--- config.mk ---
export PLATFORM = sky130hd
export DESIGN_NAME = tcp_server_connection_engine_flat
export DESIGN_NICKNAME = d
export VERILOG_FILES = /design/src/rtl/tsce_pkg.sv /design/src/rtl/tsce_if.sv /design/src/rtl/tcp_server_connection_engine.sv /design/src/flat_wrapper.sv
export SDC_FILE = /design/constraint.sdc
export NUM_CORES = 2
export LEC_CHECK = 0
export BUFFER_PORTS_ARGS = -buffer_cell sky130_fd_sc_hd__buf_2
export CAP_MARGIN = 20
export CELL_PAD_IN_SITES_DETAIL_PLACEMENT = 1
export CELL_PAD_IN_SITES_GLOBAL_PLACEMENT = 2
export CORE_ASPECT_RATIO = 1.4
export CORE_MARGIN = 2
export CORE_UTILIZATION = 45
export CTS_CLUSTER_SIZE = 25
export DETAILED_ROUTE_END_ITERATION = 7
export HOLD_SLACK_MARGIN = 0.12
export PLACE_DENSITY_LB_ADDON = 0.15
export SKIP_CTS_REPAIR_TIMING = 1
export SLEW_MARGIN = 30
export SYNTH_ARGS = -nofsm -noshare
export SYNTH_HDL_FRONTEND = slang
export SYNTH_SLANG_ARGS = --single-unit
--- constraint.sdc ---
create_clock -name clock -period 17.4 [get_ports clock]
set_clock_uncertainty 0.15 [all_clocks]
set_input_delay 0.87 -clock clock [delete_from_list [all_inputs] [get_ports clock]]
set_output_delay 0.87 -clock clock [all_outputs]
set_load 0.02 [all_outputs]
--- src/rtl/tsce_pkg.sv ---
// Types and constants shared by the TCP server connection engine.
// No dependencies; compiled before all other files.
`timescale 1ns / 1ps
package tsce_pkg;

   localparam logic [5:0]  FL_FIN = 6'h01;
   localparam logic [5:0]  FL_SYN = 6'h02;
   localparam logic [5:0]  FL_RST = 6'h04;
   localparam logic [5:0]  FL_ACK = 6'h10;
   localparam logic [12:0] WINDOW_OPEN = 13'd4096;
   localparam logic [16:0] IP_HDR_BYTES = 17'd20;
   localparam logic [3:0]  MAX_CLOSES = 4'd8;
   localparam logic [15:0] LISTEN_PORT_RESET = 16'd80;
   localparam logic [31:0] IDLE_TIMEOUT_RESET = 32'd30000000;

   localparam logic [7:0] CSR_LISTEN_PORT = 8'd0;
   localparam logic [7:0] CSR_IDLE_TIMEOUT = 8'd1;

   localparam logic OP_SEGMENT = 1'b0;
   localparam logic OP_SWEEP = 1'b1;

   typedef enum logic [1:0] {
      MODE_FREE        = 2'd0,
      MODE_SYN_RCVD    = 2'd1,
      MODE_ESTABLISHED = 2'd2,
      MODE_FIN_WAIT    = 2'd3
   } mode_type;

   typedef enum logic [3:0] {
      ST_IDLE,
      ST_LREAD,
      ST_LCHK,
      ST_MISS,
      ST_ACT,
      ST_FIN,
      ST_SREAD,
      ST_SCHK,
      ST_FLUSH
   } state_type;

   typedef struct packed {
      logic [31:0] peer_addr;
      logic [15:0] peer_port;
      logic [31:0] lseq;
      logic [31:0] rseq;
      logic [31:0] last_seen;
   } conn_entry_type;

   typedef struct packed {
      logic        op;
      logic [31:0] src_ip;
      logic [15:0] sender_port;
      logic [15:0] target_port;
      logic [31:0] seq_in;
      logic [31:0] ack_in;
      logic [5:0]  flags_in;
      logic [31:0] now_us;
   } item_type;

   typedef struct packed {
      logic [31:0] peer_ip;
      logic [15:0] peer_port;
      logic [15:0] own_port;
      logic [31:0] out_seq;
      logic [31:0] out_ack;
      logic [5:0]  out_flags;
      logic [12:0] window;
      logic [2:0]  slot;
      logic [15:0] accepted_len;
      logic        last;
   } rsp_type;

   function automatic rsp_type make_rst(logic [31:0] ip, logic [15:0] pport,
                                        logic [15:0] oport, logic [31:0] sq,
                                        logic [31:0] ak);
      rsp_type r;
      r.peer_ip      = ip;
      r.peer_port    = pport;
      r.own_port     = oport;
      r.out_seq      = sq;
      r.out_ack      = ak;
      r.out_flags    = FL_RST | FL_ACK;
      r.window       = 13'd0;
      r.slot         = 3'd0;
      r.accepted_len = 16'd0;
      r.last         = 1'b0;
      return r;
   endfunction

   function automatic rsp_type make_entry(conn_entry_type e, logic [15:0] oport,
                                          logic [31:0] sq, logic [31:0] ak,
                                          logic [5:0] fl, logic [2:0] slot,
                                          logic [15:0] alen);
      rsp_type r;
      r.peer_ip      = e.peer_addr;
      r.peer_port    = e.peer_port;
      r.own_port     = oport;
      r.out_seq      = sq;
      r.out_ack      = ak;
      r.out_flags    = fl;
      r.window       = WINDOW_OPEN;
      r.slot         = slot;
      r.accepted_len = alen;
      r.last         = 1'b0;
      return r;
   endfunction

endpackage

--- src/rtl/tsce_if.sv ---
// Channel interfaces of the TCP server connection engine: segment input,
// segment output and register writes. No dependencies.
`timescale 1ns / 1ps
interface tsce_req_if;
   logic        valid;
   logic        ready;
   logic        op;
   logic [31:0] src_ip;
   logic [15:0] sender_port;
   logic [15:0] target_port;
   logic [31:0] seq_in;
   logic [31:0] ack_in;
   logic [5:0]  flags_in;
   logic [15:0] ip_length;
   logic [3:0]  header_words;
   logic [31:0] now_us;
   modport source (output valid, op, src_ip, sender_port, target_port, seq_in, ack_in,
                   flags_in, ip_length, header_words, now_us, input ready);
   modport sink (input valid, op, src_ip, sender_port, target_port, seq_in, ack_in,
                 flags_in, ip_length, header_words, now_us, output ready);
endinterface

interface tsce_rsp_if;
   logic        valid;
   logic        ready;
   logic [31:0] peer_ip;
   logic [15:0] peer_port;
   logic [15:0] own_port;
   logic [31:0] out_seq;
   logic [31:0] out_ack;
   logic [5:0]  out_flags;
   logic [12:0] window;
   logic [2:0]  slot;
   logic [15:0] accepted_len;
   logic        last;
   modport source (output valid, peer_ip, peer_port, own_port, out_seq, out_ack,
                   out_flags, window, slot, accepted_len, last, input ready);
   modport sink (input valid, peer_ip, peer_port, own_port, out_seq, out_ack,
                 out_flags, window, slot, accepted_len, last, output ready);
endinterface

interface tsce_csr_if;
   logic        valid;
   logic        ready;
   logic [7:0]  index;
   logic [31:0] data;
   modport source (output valid, index, data, input ready);
   modport sink (input valid, index, data, output ready);
endinterface

--- src/rtl/tcp_server_connection_engine.sv ---
// Server-side TCP connection table with passive open and idle sweep.
// Depends on tsce_pkg and the interfaces in tsce_if.sv.
//
// Usage:
//   req_bus carries one received segment header (op 0) or an idle sweep (op 1).
//   rsp_bus returns the segments to send; last marks the final one of an item.
//   csr_bus writes listen_port (index 0) and idle_timeout_us (index 1); write
//   only while the block is idle.
// Sequencing:
//   Connection state lives in a single-port-read memory with a registered
//   read; each table entry is read, then checked. A segment's lookup scans the
//   table and may answer with both a payload acknowledge and a FIN; a
//   wrong-port segment skips the table, and a sweep scans it until its end or
//   MAX_CLOSES closes. A result that rsp_bus holds back can stall the
//   sequencer. One item is in work at a time; req_bus.ready is high only
//   between items.
// Reset:
//   All entries free, listen_port 80, idle_timeout_us 30000000.
// Stall:
//   An output register and one pending result hold the results; when rsp_bus
//   is stalled the sequencer holds only where it must move the pending result on, until the output register frees up.
`timescale 1ns / 1ps
module tcp_server_connection_engine #(
   parameter int CONNECTIONS = 8
) (
   input logic        clock,
   input logic        reset,
   tsce_req_if.sink   req_bus,
   tsce_rsp_if.source rsp_bus,
   tsce_csr_if.sink   csr_bus
);

   localparam int IW = (CONNECTIONS > 1) ? $clog2(CONNECTIONS) : 1;
   localparam logic [IW-1:0] LAST_IDX = IW'(CONNECTIONS - 1);

   tsce_pkg::state_type state_ff, state_in;
   tsce_pkg::item_type  item_ff, item_in;
   logic [15:0]         plen_ff, plen_in;
   logic [IW-1:0]       idx_ff, idx_in, hit_ff, hit_in, free_ff, free_in;
   logic                free_vld_ff, free_vld_in;
   logic [3:0]          closes_ff, closes_in;
   tsce_pkg::mode_type  mode_ff [CONNECTIONS];
   logic [15:0]         listen_ff;
   logic [31:0]         timeout_ff;

   tsce_pkg::conn_entry_type conn_mem [CONNECTIONS];
   tsce_pkg::conn_entry_type rd_ff;

   tsce_pkg::rsp_type pend_ff, out_ff, fin_res_ff, fin_res_in, gen_res, push_res;
   logic              pend_vld_ff, out_vld_ff;

   logic                     accept, can_take, gen, push, push_last, rd_en;
   logic                     wr_en, mode_we;
   logic [IW-1:0]            wr_addr;
   tsce_pkg::conn_entry_type wr_data;
   tsce_pkg::mode_type       mode_wd;

   logic               match, expired, acc, has_fin, has_ack;
   logic [16:0]        hdr_len;
   logic [15:0]        plen_calc;
   logic [31:0]        rseq1, idle_time;
   tsce_pkg::mode_type hit_mode;

   assign accept   = req_bus.valid && req_bus.ready;
   assign can_take = !out_vld_ff || rsp_bus.ready;
   assign req_bus.ready = (state_ff == tsce_pkg::ST_IDLE);
   assign csr_bus.ready = 1'b1;

   assign hdr_len   = tsce_pkg::IP_HDR_BYTES + {11'd0, req_bus.header_words, 2'b00};
   assign plen_calc = ({1'b0, req_bus.ip_length} > hdr_len) ?
                      16'({1'b0, req_bus.ip_length} - hdr_len) : 16'd0;

   assign match = (mode_ff[idx_ff] != tsce_pkg::MODE_FREE) &&
                  (rd_ff.peer_addr == item_ff.src_ip) &&
                  (rd_ff.peer_port == item_ff.sender_port);
   assign idle_time = item_ff.now_us - rd_ff.last_seen;
   assign expired = (mode_ff[idx_ff] != tsce_pkg::MODE_FREE) && (idle_time > timeout_ff);
   assign hit_mode = mode_ff[hit_ff];
   assign acc     = (plen_ff != 16'd0) && (item_ff.seq_in == rd_ff.rseq);
   assign rseq1   = acc ? rd_ff.rseq + {16'd0, plen_ff} : rd_ff.rseq;
   assign has_fin = (item_ff.flags_in & tsce_pkg::FL_FIN) != 6'd0;
   assign has_ack = (item_ff.flags_in & tsce_pkg::FL_ACK) != 6'd0;

   // next state
   always_comb begin
      state_in = state_ff;
      case (state_ff)
         tsce_pkg::ST_IDLE: begin
            if (accept) begin
               if (req_bus.op == tsce_pkg::OP_SWEEP) begin
                  state_in = tsce_pkg::ST_SREAD;
               end else if (req_bus.target_port != listen_ff) begin
                  state_in = tsce_pkg::ST_FLUSH;
               end else begin
                  state_in = tsce_pkg::ST_LREAD;
               end
            end
         end
         tsce_pkg::ST_LREAD: state_in = tsce_pkg::ST_LCHK;
         tsce_pkg::ST_LCHK: begin
            if (match) begin
               state_in = tsce_pkg::ST_ACT;
            end else if (idx_ff == LAST_IDX) begin
               state_in = tsce_pkg::ST_MISS;
            end else begin
               state_in = tsce_pkg::ST_LREAD;
            end
         end
         tsce_pkg::ST_MISS: state_in = tsce_pkg::ST_FLUSH;
         tsce_pkg::ST_ACT: begin
            if (hit_mode == tsce_pkg::MODE_ESTABLISHED && acc && has_fin &&
                (item_ff.flags_in & tsce_pkg::FL_RST) == 6'd0) begin
               state_in = tsce_pkg::ST_FIN;
            end else begin
               state_in = tsce_pkg::ST_FLUSH;
            end
         end
         tsce_pkg::ST_FIN: begin
            if (can_take) state_in = tsce_pkg::ST_FLUSH;
         end
         tsce_pkg::ST_SREAD: state_in = tsce_pkg::ST_SCHK;
         tsce_pkg::ST_SCHK: begin
            if (!expired || !pend_vld_ff || can_take) begin
               if (idx_ff == LAST_IDX ||
                   (expired && closes_ff + 4'd1 == tsce_pkg::MAX_CLOSES)) begin
                  state_in = tsce_pkg::ST_FLUSH;
               end else begin
                  state_in = tsce_pkg::ST_SREAD;
               end
            end
         end
         tsce_pkg::ST_FLUSH: begin
            if (!pend_vld_ff || can_take) state_in = tsce_pkg::ST_IDLE;
         end
         default: state_in = tsce_pkg::ST_IDLE;
      endcase
   end

   // datapath control
   always_comb begin
      item_in     = item_ff;
      plen_in     = plen_ff;
      idx_in      = idx_ff;
      hit_in      = hit_ff;
      free_in     = free_ff;
      free_vld_in = free_vld_ff;
      closes_in   = closes_ff;
      fin_res_in  = fin_res_ff;
      gen         = 1'b0;
      gen_res     = fin_res_ff;
      push        = 1'b0;
      push_last   = 1'b0;
      rd_en       = 1'b0;
      wr_en       = 1'b0;
      wr_addr     = hit_ff;
      wr_data     = rd_ff;
      mode_we     = 1'b0;
      mode_wd     = tsce_pkg::MODE_FREE;
      case (state_ff)
         tsce_pkg::ST_IDLE: begin
            if (accept) begin
               item_in.op          = req_bus.op;
               item_in.src_ip      = req_bus.src_ip;
               item_in.sender_port = req_bus.sender_port;
               item_in.target_port = req_bus.target_port;
               item_in.seq_in      = req_bus.seq_in;
               item_in.ack_in      = req_bus.ack_in;
               item_in.flags_in    = req_bus.flags_in;
               item_in.now_us      = req_bus.now_us;
               plen_in     = plen_calc;
               idx_in      = '0;
               free_vld_in = 1'b0;
               closes_in   = 4'd0;
               if (req_bus.op == tsce_pkg::OP_SEGMENT &&
                   req_bus.target_port != listen_ff) begin
                  gen     = 1'b1;
                  gen_res = tsce_pkg::make_rst(req_bus.src_ip, req_bus.sender_port,
                                               req_bus.target_port, req_bus.ack_in,
                                               req_bus.seq_in + 32'd1);
               end
            end
         end
         tsce_pkg::ST_LREAD, tsce_pkg::ST_SREAD: rd_en = 1'b1;
         tsce_pkg::ST_LCHK: begin
            if (!free_vld_ff && mode_ff[idx_ff] == tsce_pkg::MODE_FREE) begin
               free_in     = idx_ff;
               free_vld_in = 1'b1;
            end
            if (match) begin
               hit_in = idx_ff;
            end else if (idx_ff != LAST_IDX) begin
               idx_in = idx_ff + 1'b1;
            end
         end
         tsce_pkg::ST_MISS: begin
            gen = 1'b1;
            if ((item_ff.flags_in & tsce_pkg::FL_SYN) == 6'd0) begin
               gen_res = tsce_pkg::make_rst(item_ff.src_ip, item_ff.sender_port,
                                            item_ff.target_port, item_ff.ack_in,
                                            item_ff.seq_in + 32'd1);
            end else if (!free_vld_ff) begin
               gen_res = tsce_pkg::make_rst(item_ff.src_ip, item_ff.sender_port,
                                            item_ff.target_port, 32'd0,
                                            item_ff.seq_in + 32'd1);
            end else begin
               wr_en             = 1'b1;
               wr_addr           = free_ff;
               wr_data.peer_addr = item_ff.src_ip;
               wr_data.peer_port = item_ff.sender_port;
               wr_data.lseq      = item_ff.now_us + 32'd1;
               wr_data.rseq      = item_ff.seq_in + 32'd1;
               wr_data.last_seen = item_ff.now_us;
               mode_we           = 1'b1;
               mode_wd           = tsce_pkg::MODE_SYN_RCVD;
               gen_res = tsce_pkg::make_entry(wr_data, listen_ff, item_ff.now_us,
                                              item_ff.seq_in + 32'd1,
                                              tsce_pkg::FL_SYN | tsce_pkg::FL_ACK,
                                              3'(free_ff), 16'd0);
            end
         end
         tsce_pkg::ST_ACT: begin
            wr_en             = 1'b1;
            wr_data.last_seen = item_ff.now_us;
            if ((item_ff.flags_in & tsce_pkg::FL_RST) != 6'd0) begin
               mode_we = 1'b1;
               mode_wd = tsce_pkg::MODE_FREE;
            end else begin
               case (hit_mode)
                  tsce_pkg::MODE_SYN_RCVD: begin
                     if (has_ack) begin
                        mode_we = 1'b1;
                        mode_wd = tsce_pkg::MODE_ESTABLISHED;
                     end
                  end
                  tsce_pkg::MODE_ESTABLISHED: begin
                     wr_data.rseq = has_fin ? rseq1 + 32'd1 : rseq1;
                     wr_data.lseq = has_fin ? rd_ff.lseq + 32'd1 : rd_ff.lseq;
                     fin_res_in = tsce_pkg::make_entry(rd_ff, listen_ff, rd_ff.lseq,
                                                       rseq1 + 32'd1,
                                                       tsce_pkg::FL_FIN | tsce_pkg::FL_ACK,
                                                       3'(hit_ff), 16'd0);
                     if (has_fin) begin
                        mode_we = 1'b1;
                        mode_wd = tsce_pkg::MODE_FREE;
                     end
                     if (acc) begin
                        gen     = 1'b1;
                        gen_res = tsce_pkg::make_entry(rd_ff, listen_ff, rd_ff.lseq, rseq1,
                                                       tsce_pkg::FL_ACK, 3'(hit_ff),
                                                       plen_ff);
                     end else if (has_fin) begin
                        gen     = 1'b1;
                        gen_res = fin_res_in;
                     end
                  end
                  tsce_pkg::MODE_FIN_WAIT: begin
                     if (has_fin) begin
                        wr_data.rseq = rd_ff.rseq + 32'd1;
                        mode_we      = 1'b1;
                        mode_wd      = tsce_pkg::MODE_FREE;
                        gen          = 1'b1;
                        gen_res = tsce_pkg::make_entry(rd_ff, listen_ff, rd_ff.lseq,
                                                       rd_ff.rseq + 32'd1,
                                                       tsce_pkg::FL_ACK, 3'(hit_ff),
                                                       16'd0);
                     end else if (has_ack) begin
                        mode_we = 1'b1;
                        mode_wd = tsce_pkg::MODE_FREE;
                     end
                  end
                  default: ;
               endcase
            end
         end
         tsce_pkg::ST_FIN: begin
            if (can_take) begin
               gen  = 1'b1;
               push = 1'b1;
            end
         end
         tsce_pkg::ST_SCHK: begin
            if (!expired || !pend_vld_ff || can_take) begin
               if (expired) begin
                  gen          = 1'b1;
                  push         = pend_vld_ff;
                  gen_res = tsce_pkg::make_entry(rd_ff, listen_ff, rd_ff.lseq, rd_ff.rseq,
                                                 tsce_pkg::FL_FIN | tsce_pkg::FL_ACK,
                                                 3'(idx_ff), 16'd0);
                  wr_en        = 1'b1;
                  wr_addr      = idx_ff;
                  wr_data.lseq = rd_ff.lseq + 32'd1;
                  mode_we      = 1'b1;
                  mode_wd      = tsce_pkg::MODE_FIN_WAIT;
                  closes_in    = closes_ff + 4'd1;
               end
               if (idx_ff != LAST_IDX) idx_in = idx_ff + 1'b1;
            end
         end
         tsce_pkg::ST_FLUSH: begin
            if (pend_vld_ff && can_take) begin
               push      = 1'b1;
               push_last = 1'b1;
            end
         end
         default: ;
      endcase
   end

   always_comb begin
      push_res      = pend_ff;
      push_res.last = push_last;
   end

   always_ff @(posedge clock) begin
      if (reset) begin
         state_ff    <= tsce_pkg::ST_IDLE;
         pend_vld_ff <= 1'b0;
         out_vld_ff  <= 1'b0;
         listen_ff   <= tsce_pkg::LISTEN_PORT_RESET;
         timeout_ff  <= tsce_pkg::IDLE_TIMEOUT_RESET;
         free_vld_ff <= 1'b0;
         closes_ff   <= 4'd0;
         idx_ff      <= '0;
         for (int i = 0; i < CONNECTIONS; i++) mode_ff[i] <= tsce_pkg::MODE_FREE;
      end else begin
         state_ff    <= state_in;
         free_vld_ff <= free_vld_in;
         closes_ff   <= closes_in;
         idx_ff      <= idx_in;
         if (mode_we) mode_ff[wr_addr] <= mode_wd;
         if (csr_bus.valid && csr_bus.ready) begin
            case (csr_bus.index)
               tsce_pkg::CSR_LISTEN_PORT:  listen_ff  <= csr_bus.data[15:0];
               tsce_pkg::CSR_IDLE_TIMEOUT: timeout_ff <= csr_bus.data;
               default: ;
            endcase
         end
         if (gen) begin
            pend_vld_ff <= 1'b1;
         end else if (push) begin
            pend_vld_ff <= 1'b0;
         end
         if (push) begin
            out_vld_ff <= 1'b1;
         end else if (rsp_bus.ready) begin
            out_vld_ff <= 1'b0;
         end
      end
   end

   always_ff @(posedge clock) begin
      item_ff    <= item_in;
      plen_ff    <= plen_in;
      hit_ff     <= hit_in;
      free_ff    <= free_in;
      fin_res_ff <= fin_res_in;
      if (gen) pend_ff <= gen_res;
      if (push) out_ff <= push_res;
   end

   always_ff @(posedge clock) begin
      if (wr_en) conn_mem[wr_addr] <= wr_data;
      if (rd_en) rd_ff <= conn_mem[idx_ff];
   end

   assign rsp_bus.valid        = out_vld_ff;
   assign rsp_bus.peer_ip      = out_ff.peer_ip;
   assign rsp_bus.peer_port    = out_ff.peer_port;
   assign rsp_bus.own_port     = out_ff.own_port;
   assign rsp_bus.out_seq      = out_ff.out_seq;
   assign rsp_bus.out_ack      = out_ff.out_ack;
   assign rsp_bus.out_flags    = out_ff.out_flags;
   assign rsp_bus.window       = out_ff.window;
   assign rsp_bus.slot         = out_ff.slot;
   assign rsp_bus.accepted_len = out_ff.accepted_len;
   assign rsp_bus.last         = out_ff.last;

endmodule

--- src/flat_wrapper.sv ---
// flat-port wrapper written by rule: the top's interface ports become plain ports
module tcp_server_connection_engine_flat 
#(
   parameter int CONNECTIONS = 8
)
  (clock, reset, req_bus_valid, req_bus_op, req_bus_src_ip, req_bus_sender_port, req_bus_target_port, req_bus_seq_in, req_bus_ack_in, req_bus_flags_in, req_bus_ip_length, req_bus_header_words, req_bus_now_us, req_bus_ready, rsp_bus_valid, rsp_bus_peer_ip, rsp_bus_peer_port, rsp_bus_own_port, rsp_bus_out_seq, rsp_bus_out_ack, rsp_bus_out_flags, rsp_bus_window, rsp_bus_slot, rsp_bus_accepted_len, rsp_bus_last, rsp_bus_ready, csr_bus_valid, csr_bus_index, csr_bus_data, csr_bus_ready);
  tsce_req_if req_bus_i ();
  tsce_rsp_if rsp_bus_i ();
  tsce_csr_if csr_bus_i ();
  input logic clock;
  input logic reset;
  input wire logic [$bits(req_bus_i.valid)-1:0] req_bus_valid;
  input wire logic [$bits(req_bus_i.op)-1:0] req_bus_op;
  input wire logic [$bits(req_bus_i.src_ip)-1:0] req_bus_src_ip;
  input wire logic [$bits(req_bus_i.sender_port)-1:0] req_bus_sender_port;
  input wire logic [$bits(req_bus_i.target_port)-1:0] req_bus_target_port;
  input wire logic [$bits(req_bus_i.seq_in)-1:0] req_bus_seq_in;
  input wire logic [$bits(req_bus_i.ack_in)-1:0] req_bus_ack_in;
  input wire logic [$bits(req_bus_i.flags_in)-1:0] req_bus_flags_in;
  input wire logic [$bits(req_bus_i.ip_length)-1:0] req_bus_ip_length;
  input wire logic [$bits(req_bus_i.header_words)-1:0] req_bus_header_words;
  input wire logic [$bits(req_bus_i.now_us)-1:0] req_bus_now_us;
  output wire logic [$bits(req_bus_i.ready)-1:0] req_bus_ready;
  output wire logic [$bits(rsp_bus_i.valid)-1:0] rsp_bus_valid;
  output wire logic [$bits(rsp_bus_i.peer_ip)-1:0] rsp_bus_peer_ip;
  output wire logic [$bits(rsp_bus_i.peer_port)-1:0] rsp_bus_peer_port;
  output wire logic [$bits(rsp_bus_i.own_port)-1:0] rsp_bus_own_port;
  output wire logic [$bits(rsp_bus_i.out_seq)-1:0] rsp_bus_out_seq;
  output wire logic [$bits(rsp_bus_i.out_ack)-1:0] rsp_bus_out_ack;
  output wire logic [$bits(rsp_bus_i.out_flags)-1:0] rsp_bus_out_flags;
  output wire logic [$bits(rsp_bus_i.window)-1:0] rsp_bus_window;
  output wire logic [$bits(rsp_bus_i.slot)-1:0] rsp_bus_slot;
  output wire logic [$bits(rsp_bus_i.accepted_len)-1:0] rsp_bus_accepted_len;
  output wire logic [$bits(rsp_bus_i.last)-1:0] rsp_bus_last;
  input wire logic [$bits(rsp_bus_i.ready)-1:0] rsp_bus_ready;
  input wire logic [$bits(csr_bus_i.valid)-1:0] csr_bus_valid;
  input wire logic [$bits(csr_bus_i.index)-1:0] csr_bus_index;
  input wire logic [$bits(csr_bus_i.data)-1:0] csr_bus_data;
  output wire logic [$bits(csr_bus_i.ready)-1:0] csr_bus_ready;
  assign req_bus_i.valid = req_bus_valid;
  assign req_bus_i.op = req_bus_op;
  assign req_bus_i.src_ip = req_bus_src_ip;
  assign req_bus_i.sender_port = req_bus_sender_port;
  assign req_bus_i.target_port = req_bus_target_port;
  assign req_bus_i.seq_in = req_bus_seq_in;
  assign req_bus_i.ack_in = req_bus_ack_in;
  assign req_bus_i.flags_in = req_bus_flags_in;
  assign req_bus_i.ip_length = req_bus_ip_length;
  assign req_bus_i.header_words = req_bus_header_words;
  assign req_bus_i.now_us = req_bus_now_us;
  assign req_bus_ready = req_bus_i.ready;
  assign rsp_bus_valid = rsp_bus_i.valid;
  assign rsp_bus_peer_ip = rsp_bus_i.peer_ip;
  assign rsp_bus_peer_port = rsp_bus_i.peer_port;
  assign rsp_bus_own_port = rsp_bus_i.own_port;
  assign rsp_bus_out_seq = rsp_bus_i.out_seq;
  assign rsp_bus_out_ack = rsp_bus_i.out_ack;
  assign rsp_bus_out_flags = rsp_bus_i.out_flags;
  assign rsp_bus_window = rsp_bus_i.window;
  assign rsp_bus_slot = rsp_bus_i.slot;
  assign rsp_bus_accepted_len = rsp_bus_i.accepted_len;
  assign rsp_bus_last = rsp_bus_i.last;
  assign rsp_bus_i.ready = rsp_bus_ready;
  assign csr_bus_i.valid = csr_bus_valid;
  assign csr_bus_i.index = csr_bus_index;
  assign csr_bus_i.data = csr_bus_data;
  assign csr_bus_ready = csr_bus_i.ready;
  tcp_server_connection_engine #(.CONNECTIONS(CONNECTIONS)) u_core (.clock(clock), .reset(reset), .req_bus(req_bus_i), .rsp_bus(rsp_bus_i), .csr_bus(csr_bus_i));
endmodule
==> flow_summary.toml <==
[global_route]
grt_max_degree = 161
overflow_left_after_global_routing = 0
first_global_vias = 60200
initial_antenna_violation_count = 44
grt_first_pass_wirelength_microns = 431000
grt_usage = 0.294

[floorplan]
die_x_microns = 381
top_ports = 402
core_area_sq_mm = 0.197
die_height_microns = 531
initial_core_util = 0.453
die_area_sq_mm = 0.202
fp-row-count = 193

[synthesis]
yosysTopAreaCell = "edfxtp_1"
ys.flop_type = "edfxtp_1"
post_synth_num_cell_types = 89
synth_simple_gate_area_share = 0.0771
post_synth_mux_area_share = 0.0988
synth_most_common_cell = "edfxtp_1"
post_synthesis_instance_total = 6139
share_of_yosys_cell_area_claimed_by_the_top_area_cell_type = 0.649
synth_compound_area_frac = 0.0897
synth_seq_area_share = 0.665
synthesized_area_fraction_occupied_by_adder_cells = 0.0138
post_synth_instance_area_sq_mm = 0.0893
ys_ff_latch = 2000
postSynthAreaPerCell_sq_um = 14.6
ys_top_cells_by_count = "1,932 x edfxtp_1, 619 x nand2_1, 341 x o21ai_0, 338 x a21oi_1, 334 x nor2_1"
yosysWarnings = 0
fraction_of_registers_with_async_set_reset = 0
post_synthesis_xor_xnor_area_fraction = 0.0346
netlist_top_cells_area = "edfxtp_1 65%, mux4_2 7.4%, nand2_1 2.6%, xnor2_1 2.0%, mux2_2 2.0%"
synth_top_family_by_area = "multiplexers"
synth_edf_count = 1932

[worst_setup_path]
crit_path_end_kind = "flip-flop"
crit_arrival_ps = 10590
critical_path.top_delay_family = "compound AO/OA/AOI/OAI gates"
critPathKind = "flip-flop to flip-flop"
cp_slowest_cell = "buf_12"
cp_data_required_time_ps = 17690
setup.worst_path.start_class = "flip-flop"
worst_path_largest_cell_delay_ps = 680
critical_path.most_common_cell = "a21oi_1"
critical_path.max_fanout = 100
critPathBufInv = 5

[power_and_ir_drop]
power.static_leakage_uw = 0.0339
finalPower_uw = 11500
power.density_mw_per_mm2 = 112
ir_worst_vdd_v = 0.0000845

[timing]
slew_margin_rel = 0.230
finalCritPeriodShare = 0.592
fmax_mhz = 97.1
final.min_clock_period_ps = 10300
setup_tns_ps = 0
timing.final.hold_violations = 0
slew_worst_pin_ps = 1150
grt_setup_unrepaired = "false"
timing.final.setup_violations = 0
minimum_setup_slack_in_the_final_design_ps = 7100
drv_slew = 0

[cells_and_area]
synthToLayoutAreaGrowth_pct = 14.9
final-instance-count-excl-fill = 9460
finish.net_count = 6993
share_of_post_route_cells_with_drive_strength_above_1 = 0.199
postLayoutCellArea_sq_mm = 0.103

[placement]
routabilityCongestion = 0.949
placedInstanceArea_sq_mm = 0.0947
estimated_wirelength_of_the_detail_placed_design_microns = 194000
port-buffer-count = 383
dp_worst_setup_slack_ps = 7080
numPlacedInstances = 8950

[detailed_routing]
drt_first_pass_iters = 5
total_wire_length_after_detailed_routing_microns = 301000
route.detailed.vias_per_inst = 6.16
post-route-drc-count = 0
drtAntennaViolNets = 0
route.vias.total = 58200
detail_route.wl_per_cell_microns = 31.8
detail_route.iter0.violations = 5256

[cts]
clk_pin_slew_ps = 60
cts_buffer_depth = 4
h-tree-depth = 4
tritoncts = "yes"
clock-sinks = 2000
clock_insertion_delay_worst_skew_ps = 880
cts-root-buf = "clkbuf_16"
cts_inserted_buffers = 198

[job]
max-cap-violations = 0

[min_path]
hold_path_class = "primary input to flip-flop"

[run_status]
outcome = "completed"
## kinds of logic after synthesis
logic type	Yosys count
AO/OA/AOI/OAI	1225
other	2
AND/OR/NAND/NOR	1490
XOR/XNOR	350
adder cells (fa/ha/maj)	97
buffers and inverters	479
multiplexers	496
flip-flops	2000
## tightest hold or removal path, stage by stage
cell	delay (ps)
buf_2	80
nand2_1	40
nand3b_1	70
## worst paths after layout
path,startpoint,endpoint,slack [ps],depth (start not counted)
worst max-delay path,u_core.item_ff[0],u_core.conn_mem[4][26],7100,29
worst min register to register,u_core.pend_ff[114],u_core.rsp_bus.own_port[11],260,0
worst min-delay path,csr_bus_data[22],u_core.timeout_ff[22],110,3
worst max register to register,u_core.item_ff[0],u_core.conn_mem[4][26],7100,29
## flip-flops by register name, indices dropped and copies added, names as in the netlist, 32 cells and up, named ones only
register / cells
u_core.rsp_bus.out_ack: 32
u_core.pend_ff: 151
u_core.fin_res_ff: 131
u_core.rsp_bus.out_seq: 32
u_core.conn_mem: 1152
u_core.item_ff: 162
u_core.rsp_bus.peer_ip: 32
u_core.rd_ff: 144
u_core.timeout_ff: 32
## layout by cell type, fill, tap and decap left out, types with 44 or more instances in the layout
cell type / instances
a21oi_1: 336
xor2_1: 146
buf_4: 139
dlygate4sd3_1: 145
clkbuf_16: 200
a21o_1: 46
dfxtp_1: 65
a221oi_1: 116
and2_1: 44
o21ai_0: 325
and3_1: 46
nand4_1: 69
inv_1: 103
nand3_1: 130
nor3_1: 64
clkinv_1: 45
a221o_1: 87
nand2_1: 615
mux2i_1: 47
xnor2_1: 201
buf_2: 383
nor2_1: 315
ha_1: 94
edfxtp_1: 1932
mux2_2: 156
mux4_2: 293
## power by group
group / leakage [uW] / switching, uW / internal (uW) / total (uW)
Combinational: 0.0126 / 973 / 548 / 1520
Sequential: 0.0182 / 120 / 5490 / 5610
Clock: 0.00314 / 1880 / 2480 / 4360
Total: 0.0339 / 2970 / 8520 / 11500
## routing by layer
| layer | GRT usage | up-vias | wire, microns |
|---|---|---|---|
| li1 | - | 25000 | - |
| met1 | 0.361 | 30300 | 117000 |
| met2 | 0.507 | 2233 | 150000 |
| met3 | 0.0480 | 621 | 18400 |
| met4 | 0.143 | 38 | 15800 |
| met5 | 0 | - | 230 |
## area by class of cell
type | count | area, sq um
fill | 19100 | 94700
sequential | 2000 | 59400
multi-input combinational | 3674 | 28400
clock buffer | 229 | 5130
timing repair buffer | 682 | 4710
tap | 2632 | 3290
clock inverter | 123 | 1280
inverter | 108 | 420
antenna | 12 | 30.0
## per-stage QoR
step / hold WS, ps / utilization
global route: 120 / 0.520
global placement: 252 / 0.480
floorplan: 250 / -
finish: 115 / 0.520
CTS: -19.3 / 0.512
detailed placement: 256 / 0.480
Note: power is estimated with default switching activity, not from simulation.
